File: src/rtl/nkct_pkg.sv
// Shared types and constants for the name-keyed contact table.
// Used by nkct_ctrl, nkct_datapath and the top level; no dependencies.
package nkct_pkg;

	// Widest text held: 19 characters of 8 bits
	localparam int unsigned TEXT_MAX_W = 152;

	// Packed text "removed", first character in the lowest byte
	localparam logic [TEXT_MAX_W-1:0] REMOVED_TEXT = 152'h0064_6576_6F6D_6572;

	typedef enum logic [1:0] {
		MODE_INSERT = 2'd0,
		MODE_SEARCH = 2'd1,
		MODE_DELETE = 2'd2
	} mode_t;

	typedef enum logic [1:0] {
		STAT_MATCH = 2'd0,
		STAT_DONE  = 2'd1,
		STAT_FULL  = 2'd2
	} status_t;

	// Controller to datapath
	typedef struct packed {
		logic load;     // capture key, number and mode; clear scan index
		logic insert;   // append entry (or refuse) and post the single result
		logic scan;     // read entry at scan index, advance index
		logic finish;   // post the closing done result
	} cmd_t;

	// Datapath to controller
	typedef struct packed {
		logic empty;    // no entries stored
		logic scan_end; // scan index points at the last stored entry
	} sts_t;

endpackage

File: src/rtl/nkct_ctrl.sv
// Sequencer for the name-keyed contact table: one-hot state machine.
// Depends on nkct_pkg (cmd_t, sts_t, mode codes).
module nkct_ctrl (
	input  logic             clk,
	input  logic             arst_n,
	input  logic             start,
	input  logic [1:0]       mode,
	input  nkct_pkg::sts_t   sts,
	output nkct_pkg::cmd_t   cmd,
	output logic             busy
);

	typedef enum logic [4:0] {
		S_IDLE   = 5'b00001,
		S_INSERT = 5'b00010,
		S_SCAN   = 5'b00100,
		S_DRAIN  = 5'b01000,
		S_FINISH = 5'b10000
	} state_t;

	state_t state_q, state_nx;
	logic   accept;

	assign busy   = (state_q != S_IDLE);
	assign accept = start && !busy;

	// Next state
	always_comb begin
		state_nx = state_q;
		unique case (state_q)
			S_IDLE: begin
				if (accept) begin
					if (mode == nkct_pkg::MODE_INSERT) begin
						state_nx = S_INSERT;
					end else if ((mode == nkct_pkg::MODE_SEARCH ||
						mode == nkct_pkg::MODE_DELETE) && !sts.empty) begin
						state_nx = S_SCAN;
					end else begin
						state_nx = S_FINISH;
					end
				end
			end
			S_INSERT: state_nx = S_IDLE;
			S_SCAN: begin
				if (sts.scan_end) begin
					state_nx = S_DRAIN;
				end
			end
			S_DRAIN:  state_nx = S_FINISH;
			S_FINISH: state_nx = S_IDLE;
			default:  state_nx = S_IDLE;
		endcase
	end

	always_ff @(posedge clk or negedge arst_n) begin
		if (!arst_n) begin
			state_q <= S_IDLE;
		end else begin
			state_q <= state_nx;
		end
	end

	// Commands
	always_comb begin
		cmd.load   = accept;
		cmd.insert = (state_q == S_INSERT);
		cmd.scan   = (state_q == S_SCAN);
		cmd.finish = (state_q == S_FINISH);
	end

endmodule

File: config.mk
export PLATFORM = sky130hd
export DESIGN_NAME = nkct_ctrl
export DESIGN_NICKNAME = d
export VERILOG_FILES = /design/src/rtl/nkct_pkg.sv /design/src/rtl/nkct_ctrl.sv
export SDC_FILE = /design/constraint.sdc
export NUM_CORES = 1
export LEC_CHECK = 0
export ABC_CLOCK_PERIOD_IN_PS = 1400
export BUFFER_PORTS_ARGS = -buffer_cell sky130_fd_sc_hd__buf_4
export CAP_MARGIN = 40
export CORE_AREA = 2 2 39 41
export DETAILED_ROUTE_END_ITERATION = 8
export DIE_AREA = 0 0 41 43
export PLACE_DENSITY = 0.57
export SLEW_MARGIN = 40
export SYNTH_ARGS = -nofsm -noshare
export SYNTH_HDL_FRONTEND = slang
export SYNTH_SLANG_ARGS = --single-unit
File: constraint.sdc
create_clock -name clk -period 1.4 [get_ports clk]
set_input_delay 0.28 -clock clk [delete_from_list [all_inputs] [get_ports clk]]
set_output_delay 0.28 -clock clk [all_outputs]
set_load 0.03 [all_outputs]
==> results of run 1 <==
metal layers:
layer | vias up | share of wire | global-route usage
li1 | 164 | - | -
met1 | 141 | 0.40 | 0.1217
met2 | 12 | 0.53 | 0.1625
met3 | 0 | 0.068 | 0.04712
met4 | 0 | 0 | 0.06000
met5 | - | 0 | 0
worst min-delay path by stage:
stage           start                endpoint  slack (ns)  cells past startpoint
2_1_floorplan  arst_n  state_q[1]$_DFFE_PN0P_       -0.02                      0
3_3_place_gp   arst_n  state_q[4]$_DFFE_PN0P_        0.08                      1
3_5_place_dp   arst_n  state_q[4]$_DFFE_PN0P_        0.08                      1
4_1_cts        sts[0]  state_q[3]$_DFFE_PN0P_        0.28                      2
5_1_grt        sts[0]  state_q[3]$_DFFE_PN0P_        0.28                      2
6_report       sts[0]  state_q[3]$_DFFE_PN0P_        0.28                      2
cell type report:
class	count	area (sq um)	area share
Clock buffer	4	26.28	0.04183
Inverter	3	11.26	0.01793
Multi-Input combinational cell	23	251.5	0.4004
Tap cell	16	20.02	0.03187
Timing Repair Buffer	22	190.2	0.3028
Sequential cell	5	128.9	0.2052
power groups by stage:
stage / logic [mW] / registers (mW) / clock network (mW)
final: 0.567 / 0.215 / 0.163
after detailed placement: 0.447 / 0.203 / 0
after CTS: 0.528 / 0.207 / 0.170
after global placement: 0.445 / 0.203 / 0
after floorplan: 0.274 / 0.220 / 0
after global routing: 0.605 / 0.221 / 0.183
critical path: cells and delay by family, from the launching register on:
family        cells  cell delay (ns)
flops             1             0.41
buf+inv           1             0.15
simple gates      2             0.62
timing repair:
item	CTS	global route
hold endpoints to repair	4	0
setup endpoints to repair	7	7
pin swaps	4	2
buffers inserted	2	0
hold buffers	1	0
resized for setup	10	4
per-stage QoR:
step | instance area, sq um | hold WS, ns | power [mW]
floorplan | 362.8 | -0.01559 | 0.4943
global placement | 518.0 | 0.08452 | 0.6485
detailed placement | 518.0 | 0.08453 | 0.6500
CTS | 605.6 | 0.2751 | 0.9042
global route | 628.1 | 0.2814 | 1.009
finish | 628.1 | 0.2784 | 0.9449
cell families (layout without fill, tap and decap cells):
| kind of cell | count (synthesis) | in the layout | synth area share |
|---|---|---|---|
| fa+ha+maj | 1 | 1 | 0.03968 |
| simple gates | 18 | 18 | 0.3968 |
| xor+xnor | 1 | 1 | 0.02778 |
| buf+inv | 4 | 29 | 0.05953 |
| compound gates | 3 | 3 | 0.07539 |
| flops | 5 | 5 | 0.4008 |
placed cells by master (no fill, tap or decap), types with 2 or more instances in the layout:
master	instances
and2_1	2
buf_4	15
buf_6	6
clkbuf_4	3
dfrtp_1	2
dfrtp_2	2
inv_1	2
nor2_1	2
nor3b_4	3
or3_4	2
==> flow_metrics.env, run 1 <==
export IMPL_ff2ff_path_depth=3
export IMPL_crit_required_ns=1.12
export IMPL_pwr_share_comb=0.600
export IMPL_setup_tns_ns=-1.764
export IMPL_slew_headroom=0.8043
export IMPL_synth_seq_area_share=0.4008
export IMPL_largest_reg_flops=5
export IMPL_clockRootBuffer="clkbuf_4"
export IMPL_ys_top_cells_by_area="dfrtp_1 32%, nor3b_1 9.5%, dfstp_2 8.3%, or4b_4 4.4%, and2_1 4.0%"
export IMPL_worstPathMaxFanout=3
export IMPL_pwr_share_seq=0.228
export IMPL_clkPwrFrac=0.172
export IMPL_rr_startpoint="state_q[4]$_DFFE_PN0P_"
export IMPL_antennaDiodeCount=0
export IMPL_gr_total_overflow=0
export IMPL_fin_crit_sh=1.217
export IMPL_io_pins=12
export IMPL_drc=0
export IMPL_violations="negative setup slack"
export IMPL_post_place_ws_ns=-0.1532
export IMPL_top_register="state_q"
export IMPL_final_core_util=0.4539
export IMPL_grt_pass1_vias=318
export IMPL_dp_hpwl_um=589.2
export IMPL_initial_utilization=0.2278
export IMPL_max_stage_delay_ns=0.42
export IMPL_synth_edf_count=0
export IMPL_avgSynthCellArea_sq_um=9.853
export IMPL_dp_cells=66
export IMPL_synth_common_cells="4 x dfrtp_1, 4 x nor3b_1, 3 x inv_1"
export IMPL_coreArea_sq_um=1384
export IMPL_vias=317
export IMPL_worstSetupPathType="reg2out"
export IMPL_yosysWarnings=0
export IMPL_clock_fmax_ghz=0.5871
export IMPL_synth_nets=40
export IMPL_synth_cells=32
export IMPL_finalNetCount=66
export IMPL_antenna_found_initial=0
export IMPL_setup_slack_ns=-0.3031
export IMPL_final_cells=73
export IMPL_rsz0062_at_grt="true"
export IMPL_synth_ff_type="dfrtp_1"
export IMPL_grt_first_pass_wirelength_um=1221
export IMPL_yosys_register_bits=5
export IMPL_cts_tree="yes"
export IMPL_finalHoldViolCount=0
export IMPL_drtAntennaViolNets=0
export IMPL_setup_violations=7
export IMPL_avgViaCountPerCell=4.342
export IMPL_fin_skew_ns=0.0006540
export IMPL_worstSetupStartpointType="register"
export IMPL_cts_sinks=5
export IMPL_drt_pass1_iter_count=2
export IMPL_area_growth_pct=99.21
export IMPL_period_needed_ns=1.703
export IMPL_top_regs="state_q x5"
export IMPL_worstMarginPinSlew_ns=0.2929
export IMPL_slew_violations=0
export IMPL_num_rows=14
export IMPL_worstSetupStartpoint="state_q[4]$_DFFE_PN0P_"
export IMPL_die_y_um=43
export IMPL_rrSetupSlack_ns=-0.21
export IMPL_cp_arrival_ns=1.42
export IMPL_p_leak_nw=0.2894
export IMPL_grt_max_degree=6
export IMPL_ys_async_sr_fraction=1.000
export IMPL_synth_top_cell_area_share=0.3175
export IMPL_fillers=145
export IMPL_cts_buffers=3
export IMPL_vdd_drop_max_v=0.0007273
export IMPL_syn_area_sq_um=315.3
export IMPL_hp_class="in2reg"
export IMPL_regToRegEndpoint="state_q[4]$_DFFE_PN0P_"
export IMPL_track_usage=0.1082
export IMPL_status="finished, violations left"
export IMPL_cp_slowest_cell="or3_4"
export IMPL_drive_gt1_frac=0.6842
export IMPL_dieArea_sq_um=1763
export IMPL_drt_iter0_drc=5
export IMPL_yosysTopAreaCell="dfrtp_1"
export IMPL_synth_cell_type_count=21
export IMPL_wl_um=779
export IMPL_die_w_um=41
export IMPL_intPower_mw=0.5950
export IMPL_endpoint="cmd[1]"
export IMPL_wl_per_cell_um=10.67
export IMPL_place_gp_congestion=0.7475
export IMPL_portBuffers=11
export IMPL_htree_levels=1
export IMPL_max_cap_violations=0
export IMPL_crit_path_end_kind="output port"
export IMPL_clkTransAtPathRegs_ns=0.04
export IMPL_power_density_nw_per_um2=1504
export IMPL_clk_latency_ns=0.24
export IMPL_p_switching_mw=0.3499
export IMPL_swShare=0.3703
export IMPL_cp_cell_sequence="or3_4 > nor3b_4 > buf_6"
export IMPL_clock_path_buffers=2
No activity file was read; power rests on OpenSTA's default activity.
==> run 2: changes to the inputs <==
ABC_CLOCK_PERIOD_IN_PS = 2000   (was 1400)
PLACE_DENSITY = 0.56   (was 0.57)
clock period = 2 ns   (was 1.4 ns; I/O delays follow)
==> run 2 against run 1 <==
  * The flow now finishes without violations
  * Final cell count shrank 14%
  * Worst setup slack gained 0.38 ns
  * Global-route usage shrank 1.2 points
  * Total power shrank 47%
  * Largest cell class unchanged
  * Critical path type unchanged
  * Highest routed layer is now met4
  * Clock power shrank 26%
  * Clock skew grew 0.00060 ns
==> flow_metrics.env, run 2 (synthesized netlist as in run 1, its figures left out) <==
export IMPL_status="complete, no violations"
export IMPL_die_w_um=41
export IMPL_slew_headroom=0.7939
export IMPL_antennaDiodeCount=0
export IMPL_max_stage_delay_ns=0.51
export IMPL_coreArea_sq_um=1384
export IMPL_clk_latency_ns=0.24
export IMPL_worstSetupPathType="reg2out"
export IMPL_fillers=156
export IMPL_final_core_util=0.3354
export IMPL_die_y_um=43
export IMPL_worstPathMaxFanout=7
export IMPL_drtAntennaViolNets=0
export IMPL_dieArea_sq_um=1763
export IMPL_initial_utilization=0.2278
export IMPL_clock_path_buffers=2
export IMPL_setup_violations=0
export IMPL_finalHoldViolCount=0
export IMPL_cts_sinks=5
export IMPL_cts_tree="yes"
export IMPL_cp_slowest_cell="or3_2"
export IMPL_ff2ff_path_depth=3
export IMPL_drive_gt1_frac=0.5106
export IMPL_top_regs="state_q x5"
export IMPL_top_register="state_q"
export IMPL_p_leak_nw=0.2179
export IMPL_cts_buffers=3
export IMPL_place_gp_congestion=0.6657
export IMPL_crit_required_ns=1.60
export IMPL_drt_iter0_drc=1
export IMPL_gr_total_overflow=0
export IMPL_clock_fmax_ghz=0.5187
export IMPL_antenna_found_initial=0
export IMPL_worstMarginPinSlew_ns=0.3067
export IMPL_crit_path_end_kind="output port"
export IMPL_avgViaCountPerCell=4.651
export IMPL_track_usage=0.09625
export IMPL_vdd_drop_max_v=0.0003132
export IMPL_htree_levels=1
export IMPL_fin_crit_sh=0.9640
export IMPL_clkTransAtPathRegs_ns=0.04
export IMPL_path_depth=3
export IMPL_wl_per_cell_um=10.87
export IMPL_layout_commonest_cell="buf_4"
export IMPL_slew_violations=0
export IMPL_io_pins=12
export IMPL_area_growth_pct=47.22
export IMPL_wl_um=685
export IMPL_period_needed_ns=1.928
export IMPL_grt_pass1_vias=270
export IMPL_max_cap_violations=0
export IMPL_finalNetCount=56
export IMPL_drc=0
export IMPL_dp_hpwl_um=486.5
export IMPL_largest_reg_flops=5
export IMPL_worstHoldPathCells=2
export IMPL_final_cell_mix="11 x buf_4, 3 x inv_1, 3 x clkbuf_4, 3 x dfrtp_1"
export IMPL_power_mw=0.4970
export IMPL_portBuffers=11
export IMPL_num_rows=14
export IMPL_vias=293
export IMPL_crit_buf_inv=1
export IMPL_rrSetupSlack_ns=0.38
export IMPL_critical_path_top_delay_family="simple AND/OR/NAND/NOR gates"
export IMPL_worstSetupStartpointType="register"
export IMPL_drt_pass1_iter_count=2
export IMPL_grt_first_pass_wirelength_um=1000
export IMPL_hp_class="in2reg"
export IMPL_clockRootBuffer="clkbuf_4"
export IMPL_cp_cell_sequence="or3_2 > nor3b_2 > buf_4"
export IMPL_cp_arrival_ns=1.53
export IMPL_grt_max_degree=8
export IMPL_fin_skew_ns=0.001258
export IMPL_power_density_nw_per_um2=1071
-- run 2: cell types whose count changed in the layout (fill, tap and decap cells not counted), moves of 2 or more --
| cell | previous run | this run |
|---|---|---|
| buf_4 | 15 | 11 |
| buf_6 | 6 | 0 |
| nor3b_2 | 0 | 2 |
| nor3b_4 | 3 | 0 |
-- run 2: final cells by class --
type / instances / area (sq um) / share of cell area
tap: 16 / 20.02 / 0.04313
timing repair buffer: 12 / 92.59 / 0.1995
inverter: 3 / 11.26 / 0.02426
clock buffer: 4 / 26.28 / 0.05660
sequential: 5 / 127.6 / 0.2749
multi-input combinational: 23 / 186.4 / 0.4016
-- run 2: layer usage --
layer | part of all wire | wire, um | GRT usage
met5 | 0 | 0 | 0
met4 | 0.067 | 46 | 0.1600
met3 | 0.066 | 45 | 0.01571
met2 | 0.44 | 304 | 0.1156
met1 | 0.42 | 289 | 0.1026
-- run 2: through the flow --
stage	instance area, sq um	setup WS, ns	TNS (ns)	instances	hold slack, ns
floorplan	320.3	0.02467	0	32	0.1044
global placement	415.4	0.2959	0	58	0.2032
detailed placement	415.4	0.3123	0	58	0.2032
CTS	451.7	0.03777	0	63	0.3759
global route	464.2	-0.04060	-0.04315	63	0.3718
finish	464.2	0.07203	0	63	0.3801
-- run 2: power by group --
group	internal [mW]	switching [mW]
clock network	0.0756	0.0441
registers	0.128	0.0342
logic	0.102	0.114
total	0.305	0.192
-- run 2: worst paths after layout --
check,startpoint,to
max,state_q[2]$_DFFE_PN0P_,cmd[0]
min,sts[0],state_q[3]$_DFFE_PN0P_
max in group asynchronous,arst_n,state_q[0]$_DFFE_PN1P_
min reg2reg,state_q[0]$_DFFE_PN1P_,state_q[0]$_DFFE_PN1P_
max reg2reg,state_q[3]$_DFFE_PN0P_,state_q[4]$_DFFE_PN0P_
min in group asynchronous,arst_n,state_q[2]$_DFFE_PN0P_
-- run 2: timing repair --
item,in CTS,in global routing
resized for setup,0,3
hold buffers,1,0
buffers inserted,0,0
endpoints found under the hold margin,4,0
setup endpoints to repair,0,3
==> run 3: changes to the inputs <==
PLACE_DENSITY = 0.45   (was 0.56)
SETUP_SLACK_MARGIN = 0.3   (was unset)
==> run 3 against run 2 <==
  * Total power rose by 27%
  * Hold slack improved by 0.022 ns
  * Design area rose by 32%
  * Clock-buffer cell count did not move
  * Critical path type unchanged
  * Critical endpoint is now cmd[2]
==> flow_metrics.env, run 3 (synthesized netlist as in run 1, its figures left out) <==
export IMPL_io_pins=12
export IMPL_gr_total_overflow=0
export IMPL_power_density_nw_per_um2=1030
export IMPL_htree_levels=1
export IMPL_grt_pass1_vias=362
export IMPL_worstMarginPinSlew_ns=0.2798
export IMPL_final_cell_mix="15 x buf_4, 7 x buf_6, 3 x inv_1, 3 x clkbuf_4, 3 x dfrtp_2"
export IMPL_intPower_mw=0.4027
export IMPL_post_place_ws_ns=0.2977
export IMPL_grt_first_pass_wirelength_um=1462
export IMPL_wl_um=868
export IMPL_cts_sinks=5
export IMPL_pwr_share_comb=0.568
export IMPL_layout_commonest_cell="buf_4"
export IMPL_die_w_um=41
export IMPL_worstSetupPathType="reg2out"
export IMPL_antenna_found_initial=0
export IMPL_status="complete, no violations"
export IMPL_pwr_share_seq=0.250
export IMPL_avgViaCountPerCell=4.419
export IMPL_period_needed_ns=1.858
export IMPL_cts_buffers=3
export IMPL_top_regs="state_q x5"
export IMPL_cp_arrival_ns=1.46
export IMPL_clock_fmax_ghz=0.5381
export IMPL_finalNetCount=67
export IMPL_clkPwrFrac=0.181
export IMPL_clock_path_buffers=2
export IMPL_drive_gt1_frac=0.6724
export IMPL_fin_crit_sh=0.9292
export IMPL_top_register="state_q"
export IMPL_drc=0
export IMPL_finalHoldViolCount=0
export IMPL_place_gp_congestion=0.7066
export IMPL_initial_utilization=0.2278
export IMPL_die_y_um=43
export IMPL_hp_class="in2reg"
export IMPL_grt_max_degree=8
export IMPL_slew_violations=0
export IMPL_num_rows=14
export IMPL_fin_skew_ns=0.003081
export IMPL_setup_violations=0
export IMPL_drt_pass1_iter_count=4
export IMPL_placed_cell_area_sq_um=425.4
export IMPL_rsz0062_at_grt="true"
export IMPL_area_growth_pct=94.44
export IMPL_final_cells=74
export IMPL_crit_path_end_kind="output port"
export IMPL_p_leak_nw=0.2889
export IMPL_drt_iter0_drc=5
export IMPL_vdd_drop_max_v=0.0004719
export IMPL_swShare=0.3621
export IMPL_cts_tree="yes"
export IMPL_track_usage=0.1303
export IMPL_antennaDiodeCount=0
export IMPL_vias=327
export IMPL_dieArea_sq_um=1763
export IMPL_worstPathMaxFanout=3
export IMPL_setup_slack_ns=0.1417
export IMPL_drtAntennaViolNets=0
export IMPL_dp_hpwl_um=535.4
export IMPL_portBuffers=11
export IMPL_largest_reg_flops=5
export IMPL_setup_tns_ns=0
export IMPL_worstSetupStartpointType="register"
export IMPL_dp_cells=58
export IMPL_wl_per_cell_um=11.73
export IMPL_clk_latency_ns=0.24
export IMPL_coreArea_sq_um=1384
export IMPL_p_switching_mw=0.2286
export IMPL_max_cap_violations=0
export IMPL_clkTransAtPathRegs_ns=0.04
export IMPL_clockRootBuffer="clkbuf_4"
export IMPL_crit_required_ns=1.60
export IMPL_fin_area_sq_um=613.1
export IMPL_slew_headroom=0.8121
[run 3: timing repair]
action / CTS / global route
pin swaps: 4 / 5
hold buffers: 1 / 0
endpoints found under the setup margin: 5 / 6
hold endpoints to repair: 4 / 0
setup buffers: 10 / 1
resized for setup: 8 / 8
[run 3: layout make-up]
class                   count  area, sq um
clock buffers               4        26.28
well taps                  16        20.02
flip-flops and latches      5        130.1
fillers                   132        770.7
repair buffers             23        201.4
inverters                   3        11.26
multi-input cells          23        224.0
[run 3: worst paths after layout]
check | start | end | slack [ns] | depth (start not counted)
min in group asynchronous | arst_n | state_q[3]$_DFFE_PN0P_ | 0.49 | 2
min | sts[0] | state_q[3]$_DFFE_PN0P_ | 0.40 | 2
max in group asynchronous | arst_n | state_q[0]$_DFFE_PN1P_ | 1.31 | 2
max reg2reg | state_q[1]$_DFFE_PN0P_ | state_q[2]$_DFFE_PN0P_ | 0.32 | 8
max | state_q[4]$_DFFE_PN0P_ | cmd[2] | 0.14 | 3
min reg2reg | state_q[0]$_DFFE_PN1P_ | state_q[0]$_DFFE_PN1P_ | 0.59 | 2
[run 3: per-stage QoR]
step | utilization | hold slack, ns | power [mW]
floorplan | - | 0.1044 | 0.3107
global placement | 0.3074 | 0.2022 | 0.3708
detailed placement | 0.3074 | 0.2018 | 0.3714
CTS | 0.4096 | 0.4022 | 0.5820
global route | 0.4430 | 0.4091 | 0.6754
finish | 0.4430 | 0.4024 | 0.6313
[run 3: worst max-delay path: stages, from the launching register on]
cell	delay, ns
dfrtp_1	0.42
or3_4	0.44
nor3b_2	0.19
buf_4	0.18
[run 3: power by group through the flow]
stage / logic, mW / registers [mW] / clock network, mW
finish: 0.359 / 0.158 / 0.114
detailed placement: 0.212 / 0.159 / 0
global placement: 0.211 / 0.159 / 0
global route: 0.383 / 0.164 / 0.128
floorplan: 0.160 / 0.151 / 0
CTS: 0.304 / 0.156 / 0.122
[run 3: routing by layer]
layer	vias to the layer above	wire, um	track usage
met5	-	0	0
met4	0	14	0.06000
met3	2	26	0.06283
met2	10	515	0.2125
met1	151	312	0.1311
li1	164	-	-
